[src/rtl/clfp_pkg.sv]
// Package for the colon field line parser.
// Holds the character codes, the number phase type and the request struct.
// No dependencies.
package clfp_pkg;

  // Default line buffer size; only the first LINE_BUFFER_DEFAULT-1 characters count.
  localparam int unsigned LINE_BUFFER_DEFAULT = 32;

  // Number of value fields in one command.
  localparam int unsigned NUM_FIELDS = 4;

  // Width of the field count on the result side.
  localparam int unsigned FIELD_CNT_W = 3;

  // Character codes used by the parser.
  localparam logic [7:0] CHAR_NUL     = 8'h00;
  localparam logic [7:0] CHAR_TAB     = 8'h09;
  localparam logic [7:0] CHAR_CR      = 8'h0D;
  localparam logic [7:0] CHAR_NEWLINE = 8'h0A;
  localparam logic [7:0] CHAR_SPACE   = 8'h20;
  localparam logic [7:0] CHAR_PLUS    = 8'h2B;
  localparam logic [7:0] CHAR_MINUS   = 8'h2D;
  localparam logic [7:0] CHAR_ZERO    = 8'h30;
  localparam logic [7:0] CHAR_NINE    = 8'h39;
  localparam logic [7:0] CHAR_COLON   = 8'h3A;

  // Progress through one numeric field.
  typedef enum logic [1:0] {
    PHASE_SKIP   = 2'd0,
    PHASE_DIGITS = 2'd1,
    PHASE_DONE   = 2'd2
  } phase_e;

  // One received character request moving from the input register to the parser.
  typedef struct packed {
    logic       valid;
    logic [7:0] data;
  } byte_req_t;

  // Whitespace as accepted before the sign: space and tab through carriage return.
  function automatic logic is_blank(input logic [7:0] c);
    is_blank = (c == CHAR_SPACE) || ((c >= CHAR_TAB) && (c <= CHAR_CR));
  endfunction

  // Decimal digit test.
  function automatic logic is_digit(input logic [7:0] c);
    is_digit = (c >= CHAR_ZERO) && (c <= CHAR_NINE);
  endfunction

endpackage

[src/rtl/clfp_in_reg.sv]
// Input register of the colon field line parser.
// Captures one received byte request and holds it until the parser takes it.
// Depends on clfp_pkg.
module clfp_in_reg
  import clfp_pkg::*;
(
  input  logic       clk_i,
  input  logic       rst_ni,
  input  logic       s_valid_i,
  output logic       s_ready_o,
  input  logic [7:0] s_data_i,
  output byte_req_t  req_o,
  input  logic       req_ready_i
);

  logic       valid_q, valid_d;
  logic [7:0] data_q, data_d;

  // The register can load when empty or when its content leaves this cycle.
  assign s_ready_o = !valid_q || req_ready_i;

  always_comb begin
    valid_d = valid_q;
    data_d  = data_q;
    if (s_ready_o) begin
      valid_d = s_valid_i;
      if (s_valid_i) begin
        data_d = s_data_i;
      end
    end
  end

  // Valid flag is control state and is reset; the byte is payload.
  always_ff @(posedge clk_i or negedge rst_ni) begin
    if (!rst_ni) begin
      valid_q <= 1'b0;
    end else begin
      valid_q <= valid_d;
    end
  end

  always_ff @(posedge clk_i) begin
    data_q <= data_d;
  end

  assign req_o.valid = valid_q;
  assign req_o.data  = data_q;

endmodule

[src/rtl/clfp_parser.sv]
// Line parsing state and result register of the colon field line parser.
// Updates the running field state for each byte and loads a result on newline.
// Depends on clfp_pkg.
module clfp_parser
  import clfp_pkg::*;
#(
  parameter int unsigned LineBuffer = LINE_BUFFER_DEFAULT
)(
  input  logic                   clk_i,
  input  logic                   rst_ni,
  input  byte_req_t              req_i,
  output logic                   req_ready_o,
  output logic                   out_valid_o,
  input  logic                   out_ready_i,
  output logic [7:0]             led_address_o,
  output logic [7:0]             red_level_o,
  output logic [7:0]             green_level_o,
  output logic [7:0]             blue_level_o,
  output logic [FIELD_CNT_W-1:0] fields_found_o
);

  localparam int unsigned CntW = (LineBuffer > 2) ? $clog2(LineBuffer) : 1;
  localparam logic [CntW-1:0] CntLimit = CntW'(LineBuffer - 1);
  localparam logic [FIELD_CNT_W-1:0] FieldMax = FIELD_CNT_W'(NUM_FIELDS);

  // Running line state.
  logic [CntW-1:0]        char_count_q, char_count_d;
  logic                   content_ended_q, content_ended_d;
  logic [FIELD_CNT_W-1:0] field_index_q, field_index_d;
  logic                   inside_field_q, inside_field_d;
  phase_e                 phase_q, phase_d;
  logic                   is_negative_q, is_negative_d;
  logic [7:0]             accumulator_q, accumulator_d;
  logic [7:0]             field_values_q [NUM_FIELDS];
  logic [7:0]             field_values_d [NUM_FIELDS];

  // Result register.
  logic                   out_valid_q, out_valid_d;
  logic [7:0]             res_values_q [NUM_FIELDS];
  logic [FIELD_CNT_W-1:0] res_count_q;

  logic       take;
  logic       is_newline;
  logic [7:0] c;

  assign c           = req_i.data;
  assign is_newline  = (c == CHAR_NEWLINE);
  assign req_ready_o = !out_valid_q || out_ready_i;
  assign take        = req_i.valid && req_ready_o;

  // Next state of the line parser for one accepted byte.
  always_comb begin
    logic [7:0]             acc0;
    logic                   neg0;
    logic [FIELD_CNT_W-1:0] fi0;
    phase_e                 ph0;
    logic                   store;
    logic [7:0]             store_val;
    logic [11:0]            acc_mul;
    logic [FIELD_CNT_W-1:0] slot;

    char_count_d    = char_count_q;
    content_ended_d = content_ended_q;
    field_index_d   = field_index_q;
    inside_field_d  = inside_field_q;
    phase_d         = phase_q;
    is_negative_d   = is_negative_q;
    accumulator_d   = accumulator_q;
    for (int i = 0; i < NUM_FIELDS; i++) begin
      field_values_d[i] = field_values_q[i];
    end
    acc0      = accumulator_q;
    neg0      = is_negative_q;
    fi0       = field_index_q;
    ph0       = phase_q;
    store     = 1'b0;
    store_val = 8'd0;
    acc_mul   = 12'd0;
    slot      = '0;

    if (take) begin
      if (is_newline) begin
        // End of line: start over for the next command.
        char_count_d    = '0;
        content_ended_d = 1'b0;
        field_index_d   = '0;
        inside_field_d  = 1'b0;
        phase_d         = PHASE_SKIP;
        is_negative_d   = 1'b0;
        accumulator_d   = 8'd0;
        for (int i = 0; i < NUM_FIELDS; i++) begin
          field_values_d[i] = 8'd0;
        end
      end else if (!content_ended_q && (char_count_q < CntLimit)) begin
        char_count_d = char_count_q + CntW'(1);
        if (c == CHAR_NUL) begin
          content_ended_d = 1'b1;
        end else if (c == CHAR_COLON) begin
          inside_field_d = 1'b0;
        end else begin
          // First character of a new field resets the number reader.
          if (!inside_field_q) begin
            acc0 = 8'd0;
            neg0 = 1'b0;
            if (field_index_q < FieldMax) begin
              fi0 = field_index_q + FIELD_CNT_W'(1);
              ph0 = PHASE_SKIP;
            end else begin
              ph0 = PHASE_DONE;
            end
          end
          inside_field_d = 1'b1;

          case (ph0)
            PHASE_SKIP: begin
              if (is_blank(c)) begin
                ph0 = PHASE_SKIP;
              end else if ((c == CHAR_PLUS) || (c == CHAR_MINUS)) begin
                neg0  = (c == CHAR_MINUS);
                ph0   = PHASE_DIGITS;
                store = 1'b1;
              end else if (is_digit(c)) begin
                acc_mul = {4'd0, acc0} * 12'd10 + {4'd0, c - CHAR_ZERO};
                acc0    = acc_mul[7:0];
                ph0     = PHASE_DIGITS;
                store   = 1'b1;
              end else begin
                ph0 = PHASE_DONE;
              end
            end
            PHASE_DIGITS: begin
              if (is_digit(c)) begin
                acc_mul = {4'd0, acc0} * 12'd10 + {4'd0, c - CHAR_ZERO};
                acc0    = acc_mul[7:0];
                store   = 1'b1;
              end else begin
                ph0 = PHASE_DONE;
              end
            end
            default: begin
              ph0 = PHASE_DONE;
            end
          endcase

          // The current field value is kept up to date after every digit or sign.
          store_val = neg0 ? (8'd0 - acc0) : acc0;
          slot      = fi0 - FIELD_CNT_W'(1);
          if (store && (fi0 != '0)) begin
            field_values_d[slot[1:0]] = store_val;
          end

          field_index_d = fi0;
          phase_d       = ph0;
          is_negative_d = neg0;
          accumulator_d = acc0;
        end
      end
    end
  end

  // Result handshake: a newline loads the register, the consumer drains it.
  always_comb begin
    out_valid_d = out_valid_q;
    if (take && is_newline) begin
      out_valid_d = 1'b1;
    end else if (out_ready_i) begin
      out_valid_d = 1'b0;
    end
  end

  always_ff @(posedge clk_i or negedge rst_ni) begin
    if (!rst_ni) begin
      char_count_q    <= '0;
      content_ended_q <= 1'b0;
      field_index_q   <= '0;
      inside_field_q  <= 1'b0;
      phase_q         <= PHASE_SKIP;
      is_negative_q   <= 1'b0;
      accumulator_q   <= 8'd0;
      out_valid_q     <= 1'b0;
      for (int i = 0; i < NUM_FIELDS; i++) begin
        field_values_q[i] <= 8'd0;
      end
    end else begin
      char_count_q    <= char_count_d;
      content_ended_q <= content_ended_d;
      field_index_q   <= field_index_d;
      inside_field_q  <= inside_field_d;
      phase_q         <= phase_d;
      is_negative_q   <= is_negative_d;
      accumulator_q   <= accumulator_d;
      out_valid_q     <= out_valid_d;
      for (int i = 0; i < NUM_FIELDS; i++) begin
        field_values_q[i] <= field_values_d[i];
      end
    end
  end

  // Result payload is captured from the state as it stands before the newline.
  always_ff @(posedge clk_i) begin
    if (take && is_newline) begin
      for (int i = 0; i < NUM_FIELDS; i++) begin
        res_values_q[i] <= field_values_q[i];
      end
      res_count_q <= field_index_q;
    end
  end

  assign out_valid_o    = out_valid_q;
  assign led_address_o  = res_values_q[0];
  assign red_level_o    = res_values_q[1];
  assign green_level_o  = res_values_q[2];
  assign blue_level_o   = res_values_q[3];
  assign fields_found_o = res_count_q;

  // The field counter saturates at the number of fields.
  a_field_index_bound: assert property (@(posedge clk_i) disable iff (!rst_ni)
    field_index_q <= FieldMax)
    else $error("field index beyond the field count");

  // The character counter never passes the line buffer limit.
  a_char_count_bound: assert property (@(posedge clk_i) disable iff (!rst_ni)
    char_count_q <= CntLimit)
    else $error("character count beyond the line limit");

  // A newline taken by the parser clears the line state on the next cycle.
  a_newline_clears: assert property (@(posedge clk_i) disable iff (!rst_ni)
    (take && is_newline) |=> (field_index_q == '0) && (char_count_q == '0)
                              && !content_ended_q && !inside_field_q)
    else $error("line state not cleared after newline");

  // A newline taken always presents a result on the next cycle.
  a_newline_result: assert property (@(posedge clk_i) disable iff (!rst_ni)
    (take && is_newline) |=> out_valid_q)
    else $error("newline did not produce a result");

  // A pending result that is not taken stays in place.
  a_result_held: assert property (@(posedge clk_i) disable iff (!rst_ni)
    (out_valid_q && !out_ready_i) |=> out_valid_q && $stable(res_count_q))
    else $error("pending result lost while stalled");

endmodule

[src/rtl/colon_field_line_parser_top.sv]
// Channel      Dir  Width  Contents
// s_axis       in   8      rx_byte [7:0]
// m_axis       out  40     led_address, red_level, green_level, blue_level, fields_found
//
// One byte per cycle is accepted while the result side is ready. A byte is held in the
// input register and is parsed on its way into the result register, so a newline's
// result appears in the cycle after the parser takes its request.
// Throughput is set by the single parsing stage.
// Reset clears all line state. A full, unread result register stops the parsing stage,
// and the input side stalls once the input register also holds a byte.
//
// Top level of the colon field line parser; depends on clfp_pkg, clfp_in_reg
// and clfp_parser.
module colon_field_line_parser_top
  import clfp_pkg::*;
#(
  parameter int unsigned LineBuffer = LINE_BUFFER_DEFAULT
)(
  input  logic        clk_i,
  input  logic        rst_ni,
  input  logic        s_axis_tvalid,
  output logic        s_axis_tready,
  // [7:0] rx_byte
  input  logic [7:0]  s_axis_tdata,
  output logic        m_axis_tvalid,
  input  logic        m_axis_tready,
  // [7:0] led_address, [15:8] red_level, [23:16] green_level,
  // [31:24] blue_level, [34:32] fields_found, [39:35] zero
  output logic [39:0] m_axis_tdata
);

  byte_req_t              req;
  logic                   req_ready;
  logic [7:0]             led_address;
  logic [7:0]             red_level;
  logic [7:0]             green_level;
  logic [7:0]             blue_level;
  logic [FIELD_CNT_W-1:0] fields_found;

  // Input register.
  clfp_in_reg u_in_reg (
    .clk_i       (clk_i),
    .rst_ni      (rst_ni),
    .s_valid_i   (s_axis_tvalid),
    .s_ready_o   (s_axis_tready),
    .s_data_i    (s_axis_tdata),
    .req_o       (req),
    .req_ready_i (req_ready)
  );

  // Parsing stage and result register.
  clfp_parser #(
    .LineBuffer (LineBuffer)
  ) u_parser (
    .clk_i          (clk_i),
    .rst_ni         (rst_ni),
    .req_i          (req),
    .req_ready_o    (req_ready),
    .out_valid_o    (m_axis_tvalid),
    .out_ready_i    (m_axis_tready),
    .led_address_o  (led_address),
    .red_level_o    (red_level),
    .green_level_o  (green_level),
    .blue_level_o   (blue_level),
    .fields_found_o (fields_found)
  );

  // Result packing, first field in the lowest bits.
  assign m_axis_tdata = {5'd0, fields_found, blue_level, green_level, red_level, led_address};

endmodule

[config.mk]
export PLATFORM = sky130hd
export DESIGN_NAME = colon_field_line_parser_top
export DESIGN_NICKNAME = d
export VERILOG_FILES = /design/src/rtl/clfp_pkg.sv /design/src/rtl/clfp_in_reg.sv /design/src/rtl/clfp_parser.sv /design/src/rtl/colon_field_line_parser_top.sv
export SDC_FILE = /design/constraint.sdc
export NUM_CORES = 1
export LEC_CHECK = 0
export ABC_AREA = 1
export ABC_CLOCK_PERIOD_IN_PS = 6500
export BUFFER_PORTS_ARGS = -buffer_cell sky130_fd_sc_hd__buf_2
export CAP_MARGIN = 25
export CORE_UTILIZATION = 45
export CTS_CLUSTER_SIZE = 25
export DETAILED_ROUTE_END_ITERATION = 12
export PLACE_DENSITY = 0.63
export SETUP_SLACK_MARGIN = 0.05
export SLEW_MARGIN = 10
export SYNTH_ARGS = -nofsm -noshare
export SYNTH_HDL_FRONTEND = slang
export SYNTH_HIERARCHICAL = 1
export SYNTH_SLANG_ARGS = --single-unit
[constraint.sdc]
create_clock -name clk_i -period 6.5 [get_ports clk_i]
set_clock_uncertainty 0.05 [all_clocks]
set_input_delay 1.625 -clock clk_i [delete_from_list [all_inputs] [get_ports clk_i]]
set_output_delay 1.625 -clock clk_i [all_outputs]
set_load 0.02 [all_outputs]
* Word-level counts from Yosys, hierarchy flattened
Memory sizes are Yosys's and may differ from the RTL's.
Cells that the tools add are included.
** Word-level totals
- Register bits after elaboration :: 66
- Memory bits (writable) :: 32
- Memories kept :: 1
** Memory list
- u_parser.res_values_q :: words 4, bits a word 8, read ports 4, clocked after Yosys merged registers in 0, write ports 4, line clfp_parser.sv:39 : logic [7:0] res_values_q [NUM_FIELDS];
** Cells by class
- $add $sub $neg :: 6
- Multiply operators :: 1
- Order comparisons :: 8
- Equal/unequal tests :: 8
- Mux-type cells :: 90
- Bitwise logic cells :: 1
- Reductions and logical operators :: 27
** Operator list (number)
- $mux 32 :: 5
- $mux 8 :: 20
- $mux 3 :: 11
- $bwmux 32 :: 1
- $eq 8x6->1 const B :: 4
- $mux 1 :: 32
- $mux 2 :: 15
- $demux 8 s2 :: 1
- $pmux 8 s2 :: 1
- $mux 5 :: 2
- $add 8x8->8 :: 1
- $eq 8x4->1 const B :: 1
- $ge 8x4->1 const B :: 1
- $ge 8x6->1 const B :: 1
- $le 8x4->1 const B :: 1
- $le 8x6->1 const B :: 1
- $logic_not 8->1 :: 1
- $mul 8x3->7 const B :: 1
- $reduce_bool 2->1 :: 4
- $sub 1x8->8 const A :: 1
- $sub 8x6->8 const B :: 1
- $logic_and 1x1->1 :: 7
- $reduce_and 3->1 :: 2
- $add 5x1->5 const B :: 1
- 18 further kinds :: 25

* Logic depth before layout (Yosys ltp)
- Depth in word-level cells :: 25
- Gate-level depth with buffers :: 24

* Hierarchy
The synthesis kept the hierarchy.
** By module, submodules not included
- clfp_parser :: instances 1, cells each 517, area each 4664.5 um^2
- clfp_in_reg :: instances 1, cells each 15, area each 292.8 um^2
- colon_field_line_parser_top :: instances 1, cells each 6, area each 41.3 um^2

* Least setup slack after synthesis
Ideal clock, no wire load.
- Path kind :: input -> output
- Start point :: input port m_axis_tready
- End point :: output port s_axis_tready
- Arrival time :: 1937 ps
- Data required time :: 4825 ps
- Path slack :: 2888 ps
- Stages on the path :: 4
- Buffers on the path :: 0
- Path through :: inv_1 -> nand2_1 -> inv_1 -> nand2_1
** On the way
- Cells in the longest elaborated chain, start to end :: 2
** RTL lines
- start: declaration :: line colon_field_line_parser_top.sv:26 : input logic m_axis_tready,
- $logic_or 1x1->1 :: line clfp_parser.sv:48 : assign req_ready_o = !out_valid_q || out_ready_i;
- net req_ready :: line colon_field_line_parser_top.sv:33 : logic req_ready;
- $logic_or 1x1->1 :: line clfp_in_reg.sv:20 : assign s_ready_o = !valid_q || req_ready_i;
- end: declaration :: line colon_field_line_parser_top.sv:22 : output logic s_axis_tready,
The timed path passes the listed nets, and every way through them passes these cells.

* Final worst setup path
- Start point :: register u_parser.inside_field_q
- End point :: register u_parser/field_values_q[23] (netlist bit)
** On the way
- Cells in the longest elaborated chain, start to end :: 25
- Elaborated cells on any way between the ends :: 65
** RTL lines
- start: declaration :: line clfp_parser.sv:30 : logic inside_field_q, inside_field_d;
- start signal: assignment :: line clfp_parser.sv:188 : inside_field_q <= inside_field_d;
- $mux 8 :: line clfp_parser.sv:102 : if (!inside_field_q) begin
- $mux 8 :: line clfp_parser.sv:98 : end else if (c == CHAR_COLON) begin
- $mux 8 :: line clfp_parser.sv:96 : if (c == CHAR_NUL) begin
- $mux 8 :: line clfp_parser.sv:94 : end else if (!content_ended_q && (char_count_q < CntLimit)) begin
- $mux 8 :: line clfp_parser.sv:82 : if (is_newline) begin
- $mux 8 :: line clfp_parser.sv:81 : if (take) begin
- $mul 8x3->7 :: line clfp_parser.sv:123, clfp_parser.sv:133
- $add 8x8->8 :: line clfp_parser.sv:123, clfp_parser.sv:133
- (+9 left out)
- $sub 1x8->8 :: line clfp_parser.sv:146 : store_val = neg0 ? (8'd0 - acc0) : acc0;
- $mux 8 :: line clfp_parser.sv:146
- $bwmux 32 :: line clfp_parser.sv:149 : field_values_d[slot[1:0]] = store_val;
- $mux 32 :: line clfp_parser.sv:148 : if (store && (fi0 != '0)) begin
- $mux 32 :: line clfp_parser.sv:98
- $mux 32 :: line clfp_parser.sv:96
- $mux 32 :: line clfp_parser.sv:94
- $mux 32 :: line clfp_parser.sv:82
- end signal: indexed assignment :: line clfp_parser.sv:194 : field_values_q[i] <= field_values_d[i];
- end: declaration :: line clfp_parser.sv:34 : logic [7:0] field_values_q [NUM_FIELDS];
Several ways; a longest one is shown, not always the timed one. The select of a mux whose other input is x is not followed.
A chain may end at the register's enable or synchronous reset.

==> impl_metrics.toml <==
[run_status]
status = "completed"

[grt]
track_usage = 0.194
grt_max_degree = 56
grt_pass1_vias = 3594
grt_overflow = 0
antenna_found_initial = 0
grt_pass1_wl_mm = 17.0

[critical_path]
cp.arrival_ps = 4120
worst-setup-path-type = "reg2reg"
crit_path_max_incr_delay_ps = 720
cp_cell_sequence = "nand2_1 -> inv_1 -> ha_1 -> ha_1 -> fa_1 -> ha_1 -> ha_1 -> a21oi_1 -> nand2_1 -> xnor2_1 -> nand2_1 -> nand2_1 -> nand2_1 -> nor2_1 -> nand2_1 -> nand2_1 -> inv_1 -> nand2_1 -> nand2_2 -> nand2_1 -> nand2_1"
cp_num_buf_inv = 2
cp_data_required_time_ps = 6710
slowest_stage = "dfrtp_1"
worstReg2RegEnd = "u_parser/field_values_q[23]$_DFFE_PN0P_"
critical-path-top-delay-family = "adder cells"
r2r_start = "u_parser/inside_field_q$_DFFE_PN0P_"
startpoint_type = "register"
reg2reg_slack_ps = 2600
cp_num_cells = 21
r2r_cells = 21
critPathCapture = "u_parser/field_values_q[23]$_DFFE_PN0P_"
cp_common_cell = "nand2_1"
cp_max_fo = 15
cp-end-kind = "register"
crit_start = "u_parser/inside_field_q$_DFFE_PN0P_"

[min_path]
hold_path_class = "reg2reg"

[timing]
finalMaxSlewViolations = 0
finalCritPeriodShare = 0.601
finalSetupViolCount = 0
max_freq_mhz = 256
hold_violations = 0
period_needed_ps = 3900
rsz0062_at_grt = "no"
holdWs_ps = 400
setup_tns_ps = 0
tightest_slew_ps = 880
slew_headroom = 0.407
worst_slack_ps = 2600

[clocking]
clock_latency_ps = 370
cts.sinks = 98
cts_root_buf = "clkbuf_8"
htreeDepth = 3
cts_buffer_depth = 2
post_cts_resized = 0
hold_buffers = 0
clkTransAtPathRegs_ps = 110
post-cts-setup-buffer-count = 0
cts_tree = "yes"
cts_buffers = 9

[placed_design]
placed_area_sq_mm = 0.00538
io_buffer_count = 48
place_ws_ps = 2630
place_congestion = 0.854
hpwl_mm = 7.58

[yosys]
synth_fa_ha_area_frac = 0.0556
synth_xor_area_frac = 0.0138
synth_cells = 538
ys_seq_elements = 98
yosys_warnings = 6
synth_seq_area_share = 0.534
synth.avg_cell_area_sq_um = 9.29
synth_top_family_by_area = "simple AND/OR/NAND/NOR gates"
yosys.area_share.simple = 0.259
muxShareOfSynthArea = 0
synth_compound_area_frac = 0.0751
ys_types = 43
syn-cell-area_sq_mm = 0.00500

[cells_and_area]
final_area_sq_mm = 0.00558
drive_gt1_frac = 0.182
nets = 627
area_growth_pct = 11.6
insertedDiodeCount = 0

[pwr]
power.leakage_uw = 0.00278
p_per_area_mw_per_mm2 = 317
ir_drop_mv = 0.129

[drt]
via_per_inst = 4.97
firstDrtPassIters = 4
vias = 3676
drc = 0
first_iter_violations = 154
wl_mm = 10.2
ant_nets = 0
wl_per_cell_um = 13.7

[floorplan]
coreArea_sq_mm = 0.0108
ios = 54
fp.dieArea_sq_mm = 0.0115
die_x_um = 107
dieHeight_um = 107
placementRows = 38
start_util = 0.461

[job]
cap_violations = 0
how the worst min path moves through the flow:
stage                                                 start                                    end  slack [ps]  cells after the start
finish              u_parser/field_values_q[29]$_DFFE_PN0P_  u_parser/res_values_q[0][5]$_DFFE_PP_         400                      0
CTS                  u_parser/field_values_q[3]$_DFFE_PN0P_  u_parser/res_values_q[3][3]$_DFFE_PP_         400                      0
global route        u_parser/field_values_q[27]$_DFFE_PN0P_  u_parser/res_values_q[0][3]$_DFFE_PP_         420                      0
detailed placement  u_parser/field_values_q[11]$_DFFE_PN0P_  u_parser/res_values_q[2][3]$_DFFE_PP_         380                      0
global placement    u_parser/field_values_q[22]$_DFFE_PN0P_  u_parser/res_values_q[1][6]$_DFFE_PP_         390                      0
floorplan           u_parser/field_values_q[24]$_DFFE_PN0P_  u_parser/res_values_q[0][0]$_DFFE_PP_         380                      0
cells in the mapped netlist, drive strengths merged:
library cell    n  share of area
nand3          40          0.046
clkbuf          1        0.00075
o21ai          32          0.043
conb            1        0.00075
fa              2         0.0080
nand4           5         0.0075
o22ai           4         0.0050
edfxtp         43           0.26
buf             8          0.012
inv            65          0.049
clkinv          1         0.0010
ha             19          0.048
xor2            3         0.0068
a31oi           2         0.0055
xnor2           4         0.0070
a21boi          1         0.0015
nand2         192           0.15
dfrtp          55           0.28
a21oi          12          0.015
or2             1         0.0013
o211ai          3         0.0055
nor3            9          0.011
nor2           35          0.042
placed cells by master (no fill, tap or decap), drive strengths merged, types with 2 or more instances in the layout:
cell,synthesis,routed
nand2,192,192
inv,65,68
dfrtp,55,55
buf,8,50
edfxtp,43,43
nand3,40,40
nor2,35,35
o21ai,32,32
ha,19,19
a21oi,12,12
clkbuf,1,9
nor3,9,9
conb,1,5
nand4,5,5
xnor2,4,4
o22ai,4,4
clkinv,1,4
o211ai,3,3
xor2,3,3
fa,2,2
a31oi,2,2
state kept, by name, indices dropped and copies added (netlist names):
register and cells:
u_parser/field_values_q 32, u_parser/res_values_q 32, u_in_reg/data_q 8, u_parser/accumulator_q 8
u_parser/char_count_q 5, u_parser/field_index_q 3, u_parser/fields_found_o 3, u_parser/phase_q 2
u_in_reg/valid_q 1, u_parser/content_ended_q 1, u_parser/inside_field_q 1, u_parser/is_negative_q 1
u_parser/out_valid_o 1
logic make-up (layout without fill, tap and decap cells):
group	Yosys count	in the layout
flip-flops	98	98
XOR/XNOR	7	7
other	1	5
AO/OA/AOI/OAI	54	54
buffers and inverters	75	132
AND/OR/NAND/NOR	282	282
adder cells (fa/ha/maj)	21	21
per-stage QoR:
stage | utilization | std cells | power (uW)
global placement | 0.497 | 723 | 1380
floorplan | - | 542 | 1240
global route | 0.515 | 739 | 1900
detailed placement | 0.497 | 723 | 1390
finish | 0.515 | 739 | 1770
CTS | 0.515 | 739 | 1780
area by class of cell:
| type | instances | area [sq um] |
|---|---|---|
| Fill cell | 1039 | 5260 |
| Timing Repair Buffer | 50 | 255 |
| Sequential cell | 98 | 2670 |
| Multi-Input combinational cell | 369 | 2030 |
| Clock buffer | 9 | 124 |
| Inverter | 66 | 251 |
| Tap cell | 140 | 175 |
| Clock inverter | 7 | 71.3 |
layer usage:
metal  global-route usage  wire length [um]  vias up
met5                    0                 0        -
met4               0.0577                94        0
met3               0.0315               423       11
met2                0.334              4980       82
met1                0.252              4650     1728
li1                     -                 -     1855
report_power, final:
group	internal [uW]	leakage [uW]	switching, uW
logic	191	0.00157	439
clock network	150	0.0000979	236
registers	696	0.00111	58.1
Note: power is estimated with default switching activity, not from simulation.
